`src/rtl/rgbhsv_pkg.sv`:
```
// Package with the pixel types, widths and sector codes of the RGB to HSV converter.
package rgbhsv_pkg;

	// Channel and quotient widths.
	localparam int ChanW = 8;
	localparam int QuotW = 8;

	// Hue division: numerator 128*(base*delta - d), divisor 3*delta.
	localparam int HueScaleShift = 7;
	localparam int HueBaseW = 11;
	localparam int HueNumW = HueBaseW + HueScaleShift;
	localparam int HueDivW = 10;

	// Saturation division: numerator delta*255, divisor the largest channel.
	localparam int SatNumW = 16;
	localparam int SatDivW = ChanW;

	// Input item: one RGB pixel.
	typedef struct packed {
		logic [ChanW-1:0] red_in;
		logic [ChanW-1:0] green_in;
		logic [ChanW-1:0] blue_in;
	} rgb_pixel_t;

	// Result item: one HSV pixel.
	typedef struct packed {
		logic [ChanW-1:0] hue;
		logic [ChanW-1:0] saturation;
		logic [ChanW-1:0] brightness;
	} hsv_pixel_t;

	// Hue sector, chosen by the smallest channel.
	typedef enum logic [1:0] {
		SECT_RED_MIN,
		SECT_BLUE_MIN,
		SECT_GREEN_MIN
	} sector_t;

	// Front stage result: gray flag, largest channel, spread, sector and sector offset.
	typedef struct packed {
		logic                    gray;
		logic [ChanW-1:0]        brightness;
		logic [ChanW-1:0]        delta;
		sector_t                 sector;
		logic signed [ChanW:0]   offset;
	} front_t;

	// State of both divisions as it moves down the divider stages.
	typedef struct packed {
		logic                    gray;
		logic [ChanW-1:0]        brightness;
		logic [HueNumW-1:0]      hue_rem;
		logic [HueDivW-1:0]      hue_div;
		logic [QuotW-1:0]        hue_quot;
		logic [SatNumW-1:0]      sat_rem;
		logic [SatDivW-1:0]      sat_div;
		logic [QuotW-1:0]        sat_quot;
	} div_stage_t;

endpackage

```
`src/rtl/rgb_to_hsv_converter.sv`:
```
// RGB to HSV pixel converter: front stage, numerator stage and two bit-serial pipelined dividers.
// Each item passes the front, numerator, divider and output registers on its way to the result strobe.
// Throughput: one item per cycle; busy is never raised, since every stage advances each cycle.
// The two divisions resolve one quotient bit per stage, which sets the depth of eight stages.
// Reset clears only the valid bits of the stages; items in flight at reset are dropped.
module rgb_to_hsv_converter (
	input  logic                     clk,
	input  logic                     arst_n,
	input  logic                     start,
	output logic                     busy,
	input  rgbhsv_pkg::rgb_pixel_t   pixel,
	output logic                     done,
	output rgbhsv_pkg::hsv_pixel_t   hsv
);
	import rgbhsv_pkg::*;

	logic            valid_s1;
	front_t          front_s1;
	front_t          front_d;
	logic [ChanW-1:0] lo;
	logic [ChanW-1:0] hi;

	logic            valid_s [0:QuotW];
	div_stage_t      div_s   [0:QuotW];
	div_stage_t      num_d;
	logic [HueBaseW-1:0]  base_times;
	logic signed [HueBaseW:0] hue_base;

	logic            valid_s11;
	hsv_pixel_t      hsv_s11;

	// The pipeline never stalls, so items are always taken.
	assign busy = 1'b0;

	// Front stage: extremes, spread and sector of the pixel.
	always_comb begin
		lo = pixel.red_in;
		hi = pixel.red_in;
		if (pixel.green_in < lo) lo = pixel.green_in;
		if (pixel.blue_in < lo) lo = pixel.blue_in;
		if (pixel.green_in > hi) hi = pixel.green_in;
		if (pixel.blue_in > hi) hi = pixel.blue_in;
		front_d.brightness = hi;
		front_d.delta = hi - lo;
		front_d.gray = (hi == lo);
		if (pixel.red_in == lo) begin
			front_d.sector = SECT_RED_MIN;
			front_d.offset = $signed({1'b0, pixel.green_in}) - $signed({1'b0, pixel.blue_in});
		end else if (pixel.blue_in == lo) begin
			front_d.sector = SECT_BLUE_MIN;
			front_d.offset = $signed({1'b0, pixel.red_in}) - $signed({1'b0, pixel.green_in});
		end else begin
			front_d.sector = SECT_GREEN_MIN;
			front_d.offset = $signed({1'b0, pixel.blue_in}) - $signed({1'b0, pixel.red_in});
		end
	end

	always_ff @(posedge clk or negedge arst_n) begin
		if (!arst_n) begin
			valid_s1 <= 1'b0;
		end else begin
			valid_s1 <= start && !busy;
		end
	end

	always_ff @(posedge clk) begin
		front_s1 <= front_d;
	end

	// Numerator stage: base times delta by shift and add, less the offset, scaled by 128.
	always_comb begin
		unique case (front_s1.sector)
			SECT_RED_MIN: begin
				base_times = HueBaseW'({front_s1.delta, 1'b0}) + HueBaseW'(front_s1.delta);
			end
			SECT_BLUE_MIN: begin
				base_times = HueBaseW'(front_s1.delta);
			end
			SECT_GREEN_MIN: begin
				base_times = HueBaseW'({front_s1.delta, 2'b00}) + HueBaseW'(front_s1.delta);
			end
			default: begin
				base_times = '0;
			end
		endcase
		// Never negative, since the offset magnitude is at most delta.
		hue_base = $signed({1'b0, base_times}) - (HueBaseW + 1)'($signed(front_s1.offset));
		num_d.gray       = front_s1.gray;
		num_d.brightness = front_s1.brightness;
		num_d.hue_rem    = {hue_base[HueBaseW-1:0], {HueScaleShift{1'b0}}};
		num_d.hue_div    = HueDivW'({front_s1.delta, 1'b0}) + HueDivW'(front_s1.delta);
		num_d.hue_quot   = '0;
		num_d.sat_rem    = {front_s1.delta, {ChanW{1'b0}}} - SatNumW'(front_s1.delta);
		num_d.sat_div    = front_s1.brightness;
		num_d.sat_quot   = '0;
	end

	always_ff @(posedge clk or negedge arst_n) begin
		if (!arst_n) begin
			valid_s[0] <= 1'b0;
		end else begin
			valid_s[0] <= valid_s1;
		end
	end

	always_ff @(posedge clk) begin
		div_s[0] <= num_d;
	end

	// Divider stages: each compares and subtracts the shifted divisors and takes one quotient bit.
	// Both quotients are known to stay below 256, so eight steps cover them.
	for (genvar k = 0; k < QuotW; k++) begin : g_div
		localparam int Sh = QuotW - 1 - k;
		logic [HueNumW-1:0] hue_sh;
		logic [SatNumW-1:0] sat_sh;
		logic               hue_take;
		logic               sat_take;
		div_stage_t         step_d;

		always_comb begin
			hue_sh   = HueNumW'(div_s[k].hue_div) << Sh;
			sat_sh   = SatNumW'(div_s[k].sat_div) << Sh;
			hue_take = (div_s[k].hue_rem >= hue_sh);
			sat_take = (div_s[k].sat_rem >= sat_sh);
			step_d            = div_s[k];
			step_d.hue_rem    = hue_take ? div_s[k].hue_rem - hue_sh : div_s[k].hue_rem;
			step_d.hue_quot   = {div_s[k].hue_quot[QuotW-2:0], hue_take};
			step_d.sat_rem    = sat_take ? div_s[k].sat_rem - sat_sh : div_s[k].sat_rem;
			step_d.sat_quot   = {div_s[k].sat_quot[QuotW-2:0], sat_take};
		end

		always_ff @(posedge clk or negedge arst_n) begin
			if (!arst_n) begin
				valid_s[k+1] <= 1'b0;
			end else begin
				valid_s[k+1] <= valid_s[k];
			end
		end

		always_ff @(posedge clk) begin
			div_s[k+1] <= step_d;
		end
	end

	// Output register: a zero spread forces hue and saturation to zero.
	always_ff @(posedge clk or negedge arst_n) begin
		if (!arst_n) begin
			valid_s11 <= 1'b0;
		end else begin
			valid_s11 <= valid_s[QuotW];
		end
	end

	always_ff @(posedge clk) begin
		hsv_s11.hue        <= div_s[QuotW].gray ? '0 : div_s[QuotW].hue_quot;
		hsv_s11.saturation <= div_s[QuotW].gray ? '0 : div_s[QuotW].sat_quot;
		hsv_s11.brightness <= div_s[QuotW].brightness;
	end

	assign done = valid_s11;
	assign hsv  = hsv_s11;

endmodule

```
`config.mk`:
```
export PLATFORM = sky130hd
export DESIGN_NAME = rgb_to_hsv_converter
export DESIGN_NICKNAME = d
export VERILOG_FILES = /design/src/rtl/rgbhsv_pkg.sv /design/src/rtl/rgb_to_hsv_converter.sv
export SDC_FILE = /design/constraint.sdc
export NUM_CORES = 1
export LEC_CHECK = 0
export BUFFER_PORTS_ARGS = -buffer_cell sky130_fd_sc_hd__buf_2
export CAP_MARGIN = 20
export CORE_ASPECT_RATIO = 1.4
export CORE_MARGIN = 2
export CORE_UTILIZATION = 63
export DETAILED_ROUTE_END_ITERATION = 6
export HOLD_SLACK_MARGIN = 0.06
export PLACE_DENSITY = 0.85
export SYNTH_ARGS = -nofsm -noshare
export SYNTH_HDL_FRONTEND = slang
export SYNTH_SLANG_ARGS = --single-unit
```
`constraint.sdc`:
```
create_clock -name clk -period 3.7 [get_ports clk]
set_input_delay 1.11 -clock clk [delete_from_list [all_inputs] [get_ports clk]]
set_output_delay 1.11 -clock clk [all_outputs]
set_load 0.02 [all_outputs]
```
======== Word level (Yosys, flattened, before mapping) ========
Memory sizes are Yosys's and may differ from the RTL's.
Index checks and enable logic that the tools add are counted.
storage, ports and cells
  register bits after elaboration ......... 63
  memory bits (writable) .................. 693
  bits of input ports ..................... 27
  output and inout port bits .............. 26
  word-level logic and storage cells ...... 94
  memories ................................ 1
operators by class
  add/sub/neg operators ................... 25
  order comparisons ....................... 20
  equality and inequality tests ........... 5
  multiplexer cells ....................... 23
  reductions and logical operators ........ 1
memories
  name   words  bits a word  rd ports  clocked after memory_dff  wr ports  RTL line                    source
  div_s  9      77           9         0                         9         rgb_to_hsv_converter.sv:24  div_stage_t div_s [0:QuotW];
operators with widths
  kind                              number
  two-way mux 18 bit                8
  two-way mux 16 bit                8
  case mux 11 bit (3 select lines)  1
  two-way mux 8 bit                 4
  subtractor 16 x 8 -> 16 bit       2
  subtractor 8 x 8 -> 9 bit         3
  == test 8 bit                     3
  adder 9 x 8 -> 10 bit             2
  >= comparator 18 x 10 -> 1 bit    1
  >= comparator 18 x 11 -> 1 bit    1
  >= comparator 18 x 12 -> 1 bit    1
  >= comparator 18 x 13 -> 1 bit    1
  >= comparator 18 x 14 -> 1 bit    1
  >= comparator 18 x 15 -> 1 bit    1
  >= comparator 18 x 16 -> 1 bit    1
  >= comparator 18 x 17 -> 1 bit    1
  subtractor 18 x 10 -> 18 bit      1
  subtractor 18 x 11 -> 18 bit      1
  subtractor 18 x 12 -> 18 bit      1
  subtractor 18 x 13 -> 18 bit      1
  subtractor 18 x 14 -> 18 bit      1
  subtractor 18 x 15 -> 18 bit      1
  subtractor 18 x 16 -> 18 bit      1
  subtractor 18 x 17 -> 18 bit      1
  25 further kinds                  27

======== Depth between registers and ports, before layout ========
Gate-level depths: netlist (run 1).
  word-level depth ........................ 7
  depth in mapped cells ................... 27
  mapped depth without buffers ............ 27

======== Worst setup path before layout (run 1) ========
No wires, ideal clock.
  path kind ............................... input port to flip-flop
  start ................................... input pixel[10] (netlist bit)
  end ..................................... register front_s1[17] (netlist bit)
  library setup time ...................... 118 ps
  arrival ................................. 5,604 ps
  data required time ...................... 3,582 ps
  setup slack ............................. -2,022 ps
  stages .................................. 24
  path buffers ............................ 2
  cell sequence ........................... inv_1 -> ha_1 -> o211ai_2 -> a211oi_4 -> nor2_4 -> o21bai_4 -> buf_6 -> mux2i_1 -> ha_1 -> a21o_1 -> a21o_1 -> a21oi_1 -> nand2_1 -> o31ai_4 -> buf_2 -> mux2_2 -> ha_1 -> fa_1 -> nor2b_1 -> o21ai_0 -> nand2b_1 -> a21o_1 -> a21oi_1 -> xnor2_1
RTL lines
  what                    RTL line                    source
  start: declaration      rgb_to_hsv_converter.sv:11  input rgbhsv_pkg::rgb_pixel_t pixel,
  end signal: assignment  rgb_to_hsv_converter.sv:67  front_s1 <= front_d;
  end: declaration        rgb_to_hsv_converter.sv:18  front_t front_s1;

==> results by group, run 1 <==
Synth
  – Post-synth EDFFs: 0
  – Predominant post-synthesis flop cell: dfxtp_1
  – Synthesized area: 0.0226 mm2
  – Seq cells post-synth: just over 500
  – Simple-Gate Fraction of Synth Area: between 10% and 20%
  – Yosys warnings: 0
  – Compound-Gate Fraction of Synth Area: about an eighth
  – Largest family of logic cells by synthesized area: adder cells
  – Post-synthesis xor/xnor area fraction: 7.12%
  – Distinct cell type count after synthesis: 70
  – Register area share after synthesis: between 40% and 50%
  – Synthesized net count: 2607
  – Mean Syn Cell Area: 9.68 um2
  – FFs w/ async S/R, synth: roughly 2.1%
  – Post-Synthesis Cells: between 2000 and 2500
  – Synth Area in Adders: between 10 and 15%
  – Mux contribution to synthesized area: under 10%

Hold path
  – Hold WC Path Type: reg -> reg
  – Hold Crit Start: div_s[0][538]$_DFF_P_

Place
  – Dpl cell area: 0.0244 mm2
  – IO Port Bufs: 51
  – Hpwl dp: between 30000 and 40000 um
  – Routability cong.: slightly below 1

STA
  – Worst slew margin: 49.3%
  – RSZ-0062 raised after global routing: true
  – Final Worst Setup Slack: -1.17 ns
  – Clk_skew: 0.0120 ns
  – Tcrit/Tclk final: 132%
  – Setup violators final: 24
  – Peak Freq: roughly 210 MHz
  – Final min period: 4.87 ns
  – Final hold viol count: 0
  – Final Max Tran Viols: 0
  – Hold Slack: 0.324 ns
  – Worst-margin pin slew: around 0.74 ns

Final layout
  – FF/Latch Area: about 0.010 mm2
  – Area Overhead vs Synth: 16.5%
  – Final-stage net count: 2802
  – Post-route cell area: about 0.026 mm2
  – Ratio of cells with drive above 1 in the final layout: 13.1%
  – Multi-input logic area: roughly 0.011 mm2
  – Fillers: roughly 2400
  – Ant diodes: 0

Power
  – Clock power frac: 17.2%
  – Sw Share: 39.0%
  – Combinational share of power: 49.1%
  – Static leakage: 12.4 nW
  – NetSw: 11.2 mW
  – Power per cell area: 1090 mW/mm2
  – Seq pwr share: 33.6%
  – Worst vdd ir: 0.621 mV
  – Internal power: 17.5 mW

Floorplan
  – Die area: 0.0375 mm2
  – Die height: 228 um
  – FP Rows: 82
  – Initial core utilization: between 60% and 70%
  – I/O pin count: 53
  – Core area: 0.0356 mm2
  – Die Wd: 164 um

Critical path
  – Worst setup EP type: flip-flop
  – Critical Path RT: 4.18 ns
  – Setup crit start: pixel[9]
  – Most used cell, CP: a21o_1
  – CP Class: in -> reg
  – Worst R2R Start: front_s1[11]$_DFF_P_
  – Type of origin of the critical path: input pin
  – Crit-path max cell delay: 0.32 ns
  – Maximum fanout along the worst path: 4
  – Crit path DAT: 5.35 ns
  – Crit-path slowest cell: mux2_4

Clock tree
  – Worst-Skew Late Latency: 0.55 ns
  – Clock Sink Count: just over 500
  – CTS Buffer Depth: 3
  – Cts bufs inserted: 46
  – CTS clk-pin slew, worst paths: 0.06 ns
  – Max H-tree Level: 2
  – Post-CTS Hold Buffers: 0
  – CTS tree: built
  – Clock root buffer: clkbuf_16

Run status
  – Status: finished, violations left
  – Failing checks: setup timing

Drt
  – Final wirelength: 50100 um
  – First-pass iteration count of the detailed router: 5
  – Wire per inst: 16.5 um
  – Post-route DRC violation count: 0
  – DR iter-0 viols: about 800
  – ANT nets after route: 0
  – Vias: approximately 16000
  – Average via count per standard cell: 5.43

GRT
  – Vias in the first global route: 17323
  – Antenna violations before repair: 0
  – Largest net degree at the start of global routing: 20
  – Global Route Usage Sum: 26.7%
  – Total gr overflow: 0
  – First-pass GRT wire length: 79500 um

Job
  – Max_cap viols: 0
## final cells by class
cell class	instances	area share, %
multi-input cells	1513	43.2
flip-flops and latches	518	39.5
repair buffers	180	5.00
clock buffers	60	4.91
inverters	274	3.95
well taps	462	2.19
clock inverters	25	1.20
## path summary, 6_finish.rpt
kind | to | slack (ns) | cells past startpoint
min in group asynchronous | valid_s[8]$_DFF_PN0_ | 0.41 | 1
max | front_s1[18]$_DFF_P_ | -1.17 | 26
min | div_s[0][615]$_DFF_P_ | 0.32 | 0
min reg2reg | div_s[0][615]$_DFF_P_ | 0.32 | 0
max reg2reg | div_s[0][66]$_DFF_P_ | 0.21 | 15
max in group asynchronous | valid_s[1]$_DFF_PN0_ | 3.11 | 1
## cells by family (layout without fill, tap and decap cells)
logic type      count (synthesis)  count (layout)
compound gates                457             457
xor+xnor                      184             184
fa+ha+maj                     242             242
buf+inv                       307             539
flops                         518             518
mux                            54              54
other cells                     1               1
simple gates                  575             575
## layer usage
layer / GRT usage, % / part of all wire [%] / wire length (um)
met3: 3.24 / 2.6 / 1300
met5: 0 / 0 / 0
met2: 55.5 / 58 / 28800
met4: 19.7 / 8.0 / 4030
met1: 21.4 / 32 / 15900
## state kept, by name, summed over array words and instances (netlist names)
register,cells
div_s,455
done,1
front_s1,28
hsv,24
valid_s,9
valid_s1,1
## power by group through the flow
stage	Combinational (mW)	Sequential [mW]	Clock (mW)
floorplan	10.3	9.34	0
global placement	12.9	9.61	0
detailed placement	13.6	9.73	0
CTS	13.9	9.64	5.01
global route	15.7	9.89	5.24
finish	14.1	9.66	4.95
## cell usage after synthesis, types with 3 or more instances
library cell	n	area [um2]
dfxtp_1	507	10100
inv_1	274	1030
ha_1	221	2770
nand2_1	149	559
nor2_1	146	548
o21ai_0	142	711
a21oi_1	134	671
xnor2_1	118	1030
nor2b_1	73	457
xor2_1	66	578
a21o_1	65	488
nand2b_1	52	325
mux2i_1	36	360
nand3_1	35	175
nor3_1	34	170
a21boi_0	28	210
clkbuf_1	28	105
o31ai_1	22	165
fa_1	21	420
nand4_1	21	131
nor4_1	19	119
a31oi_1	11	68.8
dfrtp_1	11	275
o21a_1	11	82.6
mux2_2	10	113
a211oi_1	8	60.1
o21bai_1	7	52.6
and2_1	6	37.5
or4_1	6	45.0
nor4b_1	5	43.8
and3_1	4	25.0
or3_1	4	25.0
and4_1	3	26.3
mux2_4	3	45.0
mux2i_2	3	41.3
nand3b_1	3	22.5
nand4b_1	3	26.3
o22ai_1	3	18.8
## critical path, delay by kind of cell
kind / cells / cell delay (ns)
simple gates: 5 / 0.61
xor+xnor: 1 / 0.15
compound gates: 11 / 1.95
buf+inv: 4 / 0.42
mux: 2 / 0.47
fa+ha+maj: 3 / 0.63
## repair_timing
item	4_1_cts	5_1_grt
buffers inserted	5	8
endpoints found under the setup margin	27	30
pin swaps	15	19
hold endpoints to repair	0	0
gates resized for setup	19	37
## placed cells by master, fill, tap and decap left out, types with 65 or more instances in the layout
cell type	count
nor2_1	145
xor2_1	66
inv_1	271
buf_4	115
xnor2_1	118
o21ai_0	134
nand2_1	148
a21oi_1	123
ha_1	208
nor2b_1	72
dfxtp_1	507
a21o_1	65
## stage by stage
step	total power [mW]	util (%)	TNS [ns]	instances	worst slack [ns]
after floorplan	19.7	-	-24.54	2338	-1.71
after global placement	22.5	68.6	-35.63	2936	-1.90
after detailed placement	23.3	68.6	-37.15	2936	-1.94
after CTS	28.6	73.4	-14.92	3025	-1.10
after global routing	30.8	74.1	-19.92	3032	-1.29
final	28.7	74.1	-16.90	3032	-1.17
No activity file was read; power rests on OpenSTA's default activity.
==> run 2, diff against run 1 <==
CORE_UTILIZATION = 65   (was 63)
GPL_TIMING_DRIVEN = 0   (was unset)
PLACE_DENSITY = 0.87   (was 0.85)
SLEW_MARGIN = 5   (was unset)
clock period = 5.6 ns   (was 3.7 ns; I/O delays follow)
==> run 2 against run 1 <==
- the run still ends with setup timing left
- global-route usage shrank 1.3 points
- cell area down 3.1%
- power down 36%
- largest power group unchanged
==> results by group, run 2 (synthesized netlist as in run 1, its figures left out) <==
STA
  – Final setup TNS: -0.322 ns (was -16.90 ns)
  – Final hold viol count: 0 (unchanged)
  – Final Max Tran Viols: 0 (unchanged)
  – Final Worst Setup Slack: -0.177 ns (was -1.17 ns)
  – RSZ-0062 raised after global routing: true (unchanged)
  – Final min period: 5.78 ns
  – Clk_skew: 0.0135 ns (was 0.0120 ns)
  – Peak Freq: 173 MHz
  – Setup violators final: 2 (was 24)
  – Worst-margin pin slew: 0.887 ns (was 0.742 ns)
  – Worst slew margin: 40.3% (was 49.3%)
  – Tcrit/Tclk final: 103%
  – Hold Slack: 0.320 ns (was 0.324 ns)

Clock tree
  – Cts bufs inserted: 45 (was 46)
  – CTS clk-pin slew, worst paths: 0.07 ns (was 0.06 ns)
  – CTS Buffer Depth: 3 (unchanged)
  – Post-CTS Hold Buffers: 0 (unchanged)
  – Worst-Skew Late Latency: 0.55 ns (about the same)
  – Clock root buffer: clkbuf_16 (unchanged)
  – Max H-tree Level: 2 (unchanged)
  – Clock Sink Count: 518 (unchanged)
  – CTS tree: built (unchanged)

Drt
  – Final wirelength: 46900 um (was 50100 um)
  – First-pass iteration count of the detailed router: 7 (was 5)
  – Vias: 16444 (was 16459)
  – Wire per inst: 15.9 um (was 16.5 um)
  – DR iter-0 viols: 960 (was 795)
  – Average via count per standard cell: 5.58 (was 5.43)
  – Post-route DRC violation count: 0 (unchanged)
  – ANT nets after route: 0 (unchanged)

Hold path
  – Hold WC Path Type: reg -> reg (unchanged)
  – Hold depth: 0 (unchanged)
  – Hold Path Sink: div_s[0][68]$_DFF_P_ (was div_s[0][615]$_DFF_P_)
  – Hold Crit Start: front_s1[19]$_DFF_P_ (was div_s[0][538]$_DFF_P_)

Critical path
  – R2R setup slack: 2.01 ns (was 0.21 ns)
  – Critical Path RT: 6.08 ns (was 4.18 ns)
  – Crit path DAT: 6.25 ns (was 5.35 ns)
  – Worst R2R Start: front_s1[12]$_DFF_P_ (was front_s1[11]$_DFF_P_)
  – FF-to-FF End: div_s[0][66]$_DFF_P_ (unchanged)
  – Type of origin of the critical path: input pin (unchanged)
  – CP Class: in -> reg (unchanged)
  – Critical path's top delay family: compound AO/OA/AOI/OAI gates (unchanged)
  – Crit-path slowest cell: o31ai_4 (was mux2_4)
  – CP bufs+invs: 6 (was 4)
  – Crit-path max cell delay: 0.36 ns (was 0.32 ns)
  – Most used cell, CP: a21o_1 (unchanged)
  – Maximum fanout along the worst path: 8 (was 4)
  – Worst setup EP type: flip-flop (unchanged)
  – Reg2reg path depth: 15 (unchanged)

Floorplan
  – I/O pin count: 53 (unchanged)
  – Initial core utilization: 66.1% (was 63.6%)
  – Die Wd: 162 um (was 164 um)
  – Core area: 0.0342 mm2 (was 0.0356 mm2)
  – Die area: 0.0363 mm2 (was 0.0375 mm2)
  – Die height: 225 um (was 228 um)
  – FP Rows: 80 (was 82)

Final layout
  – Ant diodes: 0 (unchanged)
  – Number of flip-flops in the largest register: 455 (unchanged)
  – Area Overhead vs Synth: 12.8% (was 16.5%)
  – Ratio of cells with drive above 1 in the final layout: 8.93% (was 13.1%)
  – Commonest non-fill, non-tap cell in the layout: dfxtp_1 (unchanged)
  – Commonest cells after routing, fill and taps aside: dfxtp_1, inv_1, ha_1, nand2_1, nor2_1 (unchanged)
  – Largest register by flop count: div_s (unchanged)
  – Final-stage net count: 2732 (was 2802)
  – Fin cells: 2947 (was 3032)

GRT
  – Antenna violations before repair: 0 (unchanged)
  – First-pass GRT wire length: 75800 um (was 79500 um)
  – Vias in the first global route: 17239 (was 17323)
  – Largest net degree at the start of global routing: 17 (was 20)
  – Global Route Usage Sum: 25.4% (was 26.7%)
  – Total gr overflow: 0 (unchanged)

Run status
  – Failing checks: setup timing (unchanged)
  – Status: finished, violations left (unchanged)

Power
  – Static leakage: 11.9 nW (was 12.4 nW)
  – Power Total: 18.3 mW (was 28.7 mW)
  – Power per cell area: 718 mW/mm2 (was 1090 mW/mm2)
  – Worst vdd ir: 0.379 mV (was 0.621 mV)

Place
  – Setup Slack @ Placement: -1.14 ns (was -1.94 ns)
  – Hpwl dp: 34100 um (was 38700 um)
  – IO Port Bufs: 51 (unchanged)
  – Routability cong.: 0.913 (was 0.978)
  – Placed insts: 2840 (was 2936)

Job
  – Max_cap viols: 0 (unchanged)
==> run 2: per-stage QoR <==
step / instance area, um2 / utilization (%)
5_1_grt: 25500 / 74.6
6_report: 25500 / 74.6
3_3_place_gp: 23600 / 69.0
3_5_place_dp: 23600 / 69.0
4_1_cts: 25400 / 74.2
2_1_floorplan: 22800 / -
==> run 2: timing repair <==
| item | 4_1_cts | 5_1_grt |
|---|---|---|
| pin swaps | 19 | 26 |
| gates resized for setup | 42 | 28 |
| setup buffers | 20 | 8 |
| endpoints found under the setup margin | 7 | 5 |
==> run 2: report_power, final <==
group | internal, mW | switching, mW | total (mW)
Clock | 1.66 | 1.30 | 2.95
Combinational | 4.05 | 4.97 | 9.02
Sequential | 5.42 | 0.933 | 6.36
Total | 11.1 | 7.20 | 18.3
==> run 2: worst max-delay path by stage <==
stage | startpoint | to | slack [ns] | cells past startpoint
2_1_floorplan | pixel[9] | front_s1[17]$_DFF_P_ | -0.39 | 24
3_3_place_gp | pixel[15] | front_s1[18]$_DFF_P_ | -0.99 | 24
3_5_place_dp | pixel[15] | front_s1[18]$_DFF_P_ | -1.14 | 23
4_1_cts | pixel[9] | front_s1[18]$_DFF_P_ | -0.001 | 25
5_1_grt | pixel[9] | front_s1[18]$_DFF_P_ | -0.29 | 25
6_report | pixel[9] | front_s1[18]$_DFF_P_ | -0.18 | 26
==> run 2: area by class of cell <==
type / instances / area, um2
Buffer: 32 / 154
Fill cell: 2187 / 8700
Clock buffer: 63 / 1290
Tap cell: 451 / 564
Inverter: 274 / 1040
Multi-Input combinational cell: 1513 / 11400
Sequential cell: 518 / 10400
Clock inverter: 17 / 140
Timing Repair Buffer: 79 / 566
==> run 2: metal layers <==
metal / vias up / track usage, % / wire length [um]
li1: 8085 / - / -
met1: 7672 / 21.6 / 15700
met2: 457 / 52.5 / 26200
met3: 230 / 3.50 / 1530
met4: 0 / 17.6 / 3440
met5: - / 0 / 0
==> run 3, diff against run 2 <==
ABC_AREA = 1   (was unset)
==> run 3 against run 2 <==
- the run now ends clean
- wire length grew 9.8%
- critical path depth grew 3
- synthesized area grew 0.68%
==> results by group, run 3 <==
Final layout
  – Largest register by flop count: div_s (unchanged)
  – Commonest non-fill, non-tap cell in the layout: dfxtp_1 (unchanged)
  – Ratio of cells with drive above 1 in the final layout: 7.07% (was 8.93%)
  – Number of flip-flops in the largest register: 455 (unchanged)
  – Fillers: 2308 (was 2187)
  – Commonest cells after routing, fill and taps aside: dfxtp_1, inv_1, nand2_1, ha_1, nor2_1 (was dfxtp_1, inv_1, ha_1, nand2_1, nor2_1)
  – Final core occ: 73.1% (was 74.6%)
  – Ant diodes: 0 (unchanged)
  – FF/Latch Area: 0.0104 mm2 (unchanged)
  – Area Overhead vs Synth: 11.5% (was 12.8%)
  – Multi-input logic area: 0.0108 mm2 (was 0.0114 mm2)
  – Final-stage net count: 3010 (was 2732)

Floorplan
  – Core area: 0.0348 mm2 (was 0.0342 mm2)
  – Die area: 0.0366 mm2 (was 0.0363 mm2)
  – I/O pin count: 53 (unchanged)
  – Initial core utilization: 65.5% (was 66.1%)
  – Die height: 226 um (was 225 um)
  – Die Wd: 162 um (about the same)
  – FP Rows: 81 (was 80)

Critical path
  – Crit-path slowest cell: ha_2 (was o31ai_4)
  – Most used cell, CP: nand2_1 (was a21o_1)
  – Crit-path max cell delay: 0.31 ns (was 0.36 ns)
  – Worst setup EP type: flip-flop (unchanged)
  – Maximum fanout along the worst path: 10 (was 8)
  – Critical Path RT: 6.03 ns (was 6.08 ns)
  – Type of origin of the critical path: input pin (unchanged)
  – CP Class: in -> reg (unchanged)
  – Crit path DAT: 5.91 ns (was 6.25 ns)

Synth
  – Synth top area share: 44.5% (was 44.8%)
  – Synthesized net count: 2908 (was 2607)
  – Yosys warnings: 0 (unchanged)
  – Synthesized area: 0.0228 mm2 (was 0.0226 mm2)
  – Mean Syn Cell Area: 8.63 um2 (was 9.68 um2)
  – Cell with the most instances after synthesis: dfxtp_1 (unchanged)
  – Synth cell count leaders: dfxtp_1, inv_1, nand2_1 (was dfxtp_1, inv_1, ha_1)
  – Synth top area cells: dfxtp_1, ha_1, inv_1 (was dfxtp_1, ha_1, xnor2_1)
  – Post-synth top area cell: dfxtp_1 (unchanged)
  – Seq cells post-synth: 518 (unchanged)
  – Distinct cell type count after synthesis: 55 (was 70)
  – Post-synth EDFFs: 0 (unchanged)
  – Register area share after synthesis: 45.8% (was 46.1%)
  – Post-Synthesis Cells: 2639 (was 2338)
  – FFs w/ async S/R, synth: 2.12% (unchanged)
  – Predominant post-synthesis flop cell: dfxtp_1 (unchanged)

Clock tree
  – CTS tree: built (unchanged)
  – Cts bufs inserted: 43 (was 45)
  – Clock root buffer: clkbuf_16 (unchanged)
  – Clock Sink Count: 518 (unchanged)
  – Max H-tree Level: 2 (unchanged)
  – CTS Buffer Depth: 3 (unchanged)
  – CTS clk-pin slew, worst paths: 0.07 ns (about the same)
  – Worst-Skew Late Latency: 0.56 ns (was 0.55 ns)

Place
  – IO Port Bufs: 51 (unchanged)
  – Routability cong.: 0.975 (was 0.913)
  – Hpwl dp: 37700 um (was 34100 um)

GRT
  – Total gr overflow: 0 (unchanged)
  – Vias in the first global route: 18622 (was 17239)
  – Global Route Usage Sum: 27.9% (was 25.4%)
  – Antenna violations before repair: 0 (unchanged)
  – Largest net degree at the start of global routing: 17 (unchanged)
  – First-pass GRT wire length: 82300 um (was 75800 um)

Run status
  – Status: finished clean (was finished, violations left)

Hold path
  – Hold WC Path Type: reg -> reg (unchanged)

Drt
  – First-pass iteration count of the detailed router: 6 (was 7)
  – ANT nets after route: 0 (unchanged)
  – DR iter-0 viols: 1015 (was 960)
  – Average via count per standard cell: 5.50 (was 5.58)
  – Final wirelength: 51400 um (was 46900 um)
  – Wire per inst: 15.9 um (about the same)
  – Vias: 17761 (was 16444)
  – Post-route DRC violation count: 0 (unchanged)

STA
  – Final hold viol count: 0 (unchanged)
  – Worst-margin pin slew: 0.984 ns (was 0.887 ns)
  – Peak Freq: 183 MHz (was 173 MHz)
  – Setup violators final: 0 (was 2)
  – Tcrit/Tclk final: 97.7% (was 103%)
  – Final min period: 5.47 ns (was 5.78 ns)
  – Worst slew margin: 33.9% (was 40.3%)
  – Final Max Tran Viols: 0 (unchanged)
  – Clk_skew: 0.0158 ns (was 0.0135 ns)

Job
  – Max_cap viols: 0 (unchanged)
## run 3: worst max-delay path: cells and delay by family
kind            cells  cell delay (ns)
xor+xnor            1             0.16
compound gates      9             1.33
simple gates        9             0.97
buf+inv             7             0.84
fa+ha+maj           3             0.90
## run 3: path summary, 6_finish.rpt
kind | slack [ns] | endpoint | from | cells past startpoint
worst max register to register | 2.00 | div_s[0][67]$_DFF_P_ | front_s1[13]$_DFF_P_ | 15
worst min register to register | 0.32 | div_s[0][621]$_DFF_P_ | div_s[0][543]$_DFF_P_ | 0
max in group asynchronous | 4.44 | valid_s[5]$_DFF_PN0_ | arst_n | 1
worst min-delay path | 0.32 | div_s[0][621]$_DFF_P_ | div_s[0][543]$_DFF_P_ | 0
min in group asynchronous | 0.97 | valid_s[2]$_DFF_PN0_ | arst_n | 1
worst max-delay path | 0.13 | front_s1[18]$_DFF_P_ | pixel[14] | 29
## run 3: per-stage QoR
step / area (um2) / TNS (ns) / hold slack (ns) / setup WS [ns] / instances
4_1_cts: 25300 / 0 / 0.315 / 0.00478 / 3224
3_3_place_gp: 23600 / -12.29 / 0.309 / -1.23 / 3146
3_5_place_dp: 23600 / -13.73 / 0.312 / -1.33 / 3146
6_report: 25400 / 0 / 0.321 / 0.127 / 3230
2_1_floorplan: 22800 / 0 / 0.310 / 0.0443 / 2639
5_1_grt: 25400 / -0.102 / 0.328 / -0.0623 / 3230
## run 3: cell type report
type                    instances  share of cell area [%]
plain buffers                  31                   0.650
clock buffers                  59                    4.96
clock inverters                19                    1.33
inverters                     410                    6.07
multi-input cells            1679                    42.5
flip-flops and latches        518                    41.0
well taps                     456                    2.25
repair buffers                 58                    1.21
## run 3: kinds of logic (layout without fill, tap and decap cells)
logic type	after synthesis	in the layout	synth area share, %
XOR/XNOR	173	173	6.65
adder cells (fa/ha/maj)	242	242	14.0
AND/OR/NAND/NOR	805	805	14.9
other	1	1	0.0165
buffers and inverters	442	577	7.45
flip-flops	518	518	45.8
multiplexers	1	1	0.0439
AO/OA/AOI/OAI	457	457	11.2
## run 3: repair_timing
| action | in CTS | in global routing |
|---|---|---|
| setup endpoints to repair | 14 | 4 |
| pin swaps | 1 | 5 |
| buffers inserted | 1 | 6 |
| hold buffers | 0 | 0 |
| gates resized for setup | 10 | 25 |
## run 3: per-layer routing
layer  vias up  GRT usage [%]  wire [um]
met2       529           57.4      28800
li1       8760              -          -
met4         0           23.3       4460
met3       254           3.28       1610
met5         -              0          0
met1      8218           22.5      16600
Power of run 3 is not shown: default switching activity piles up to over one toggle a cycle in this logic, so the estimate is an artifact.
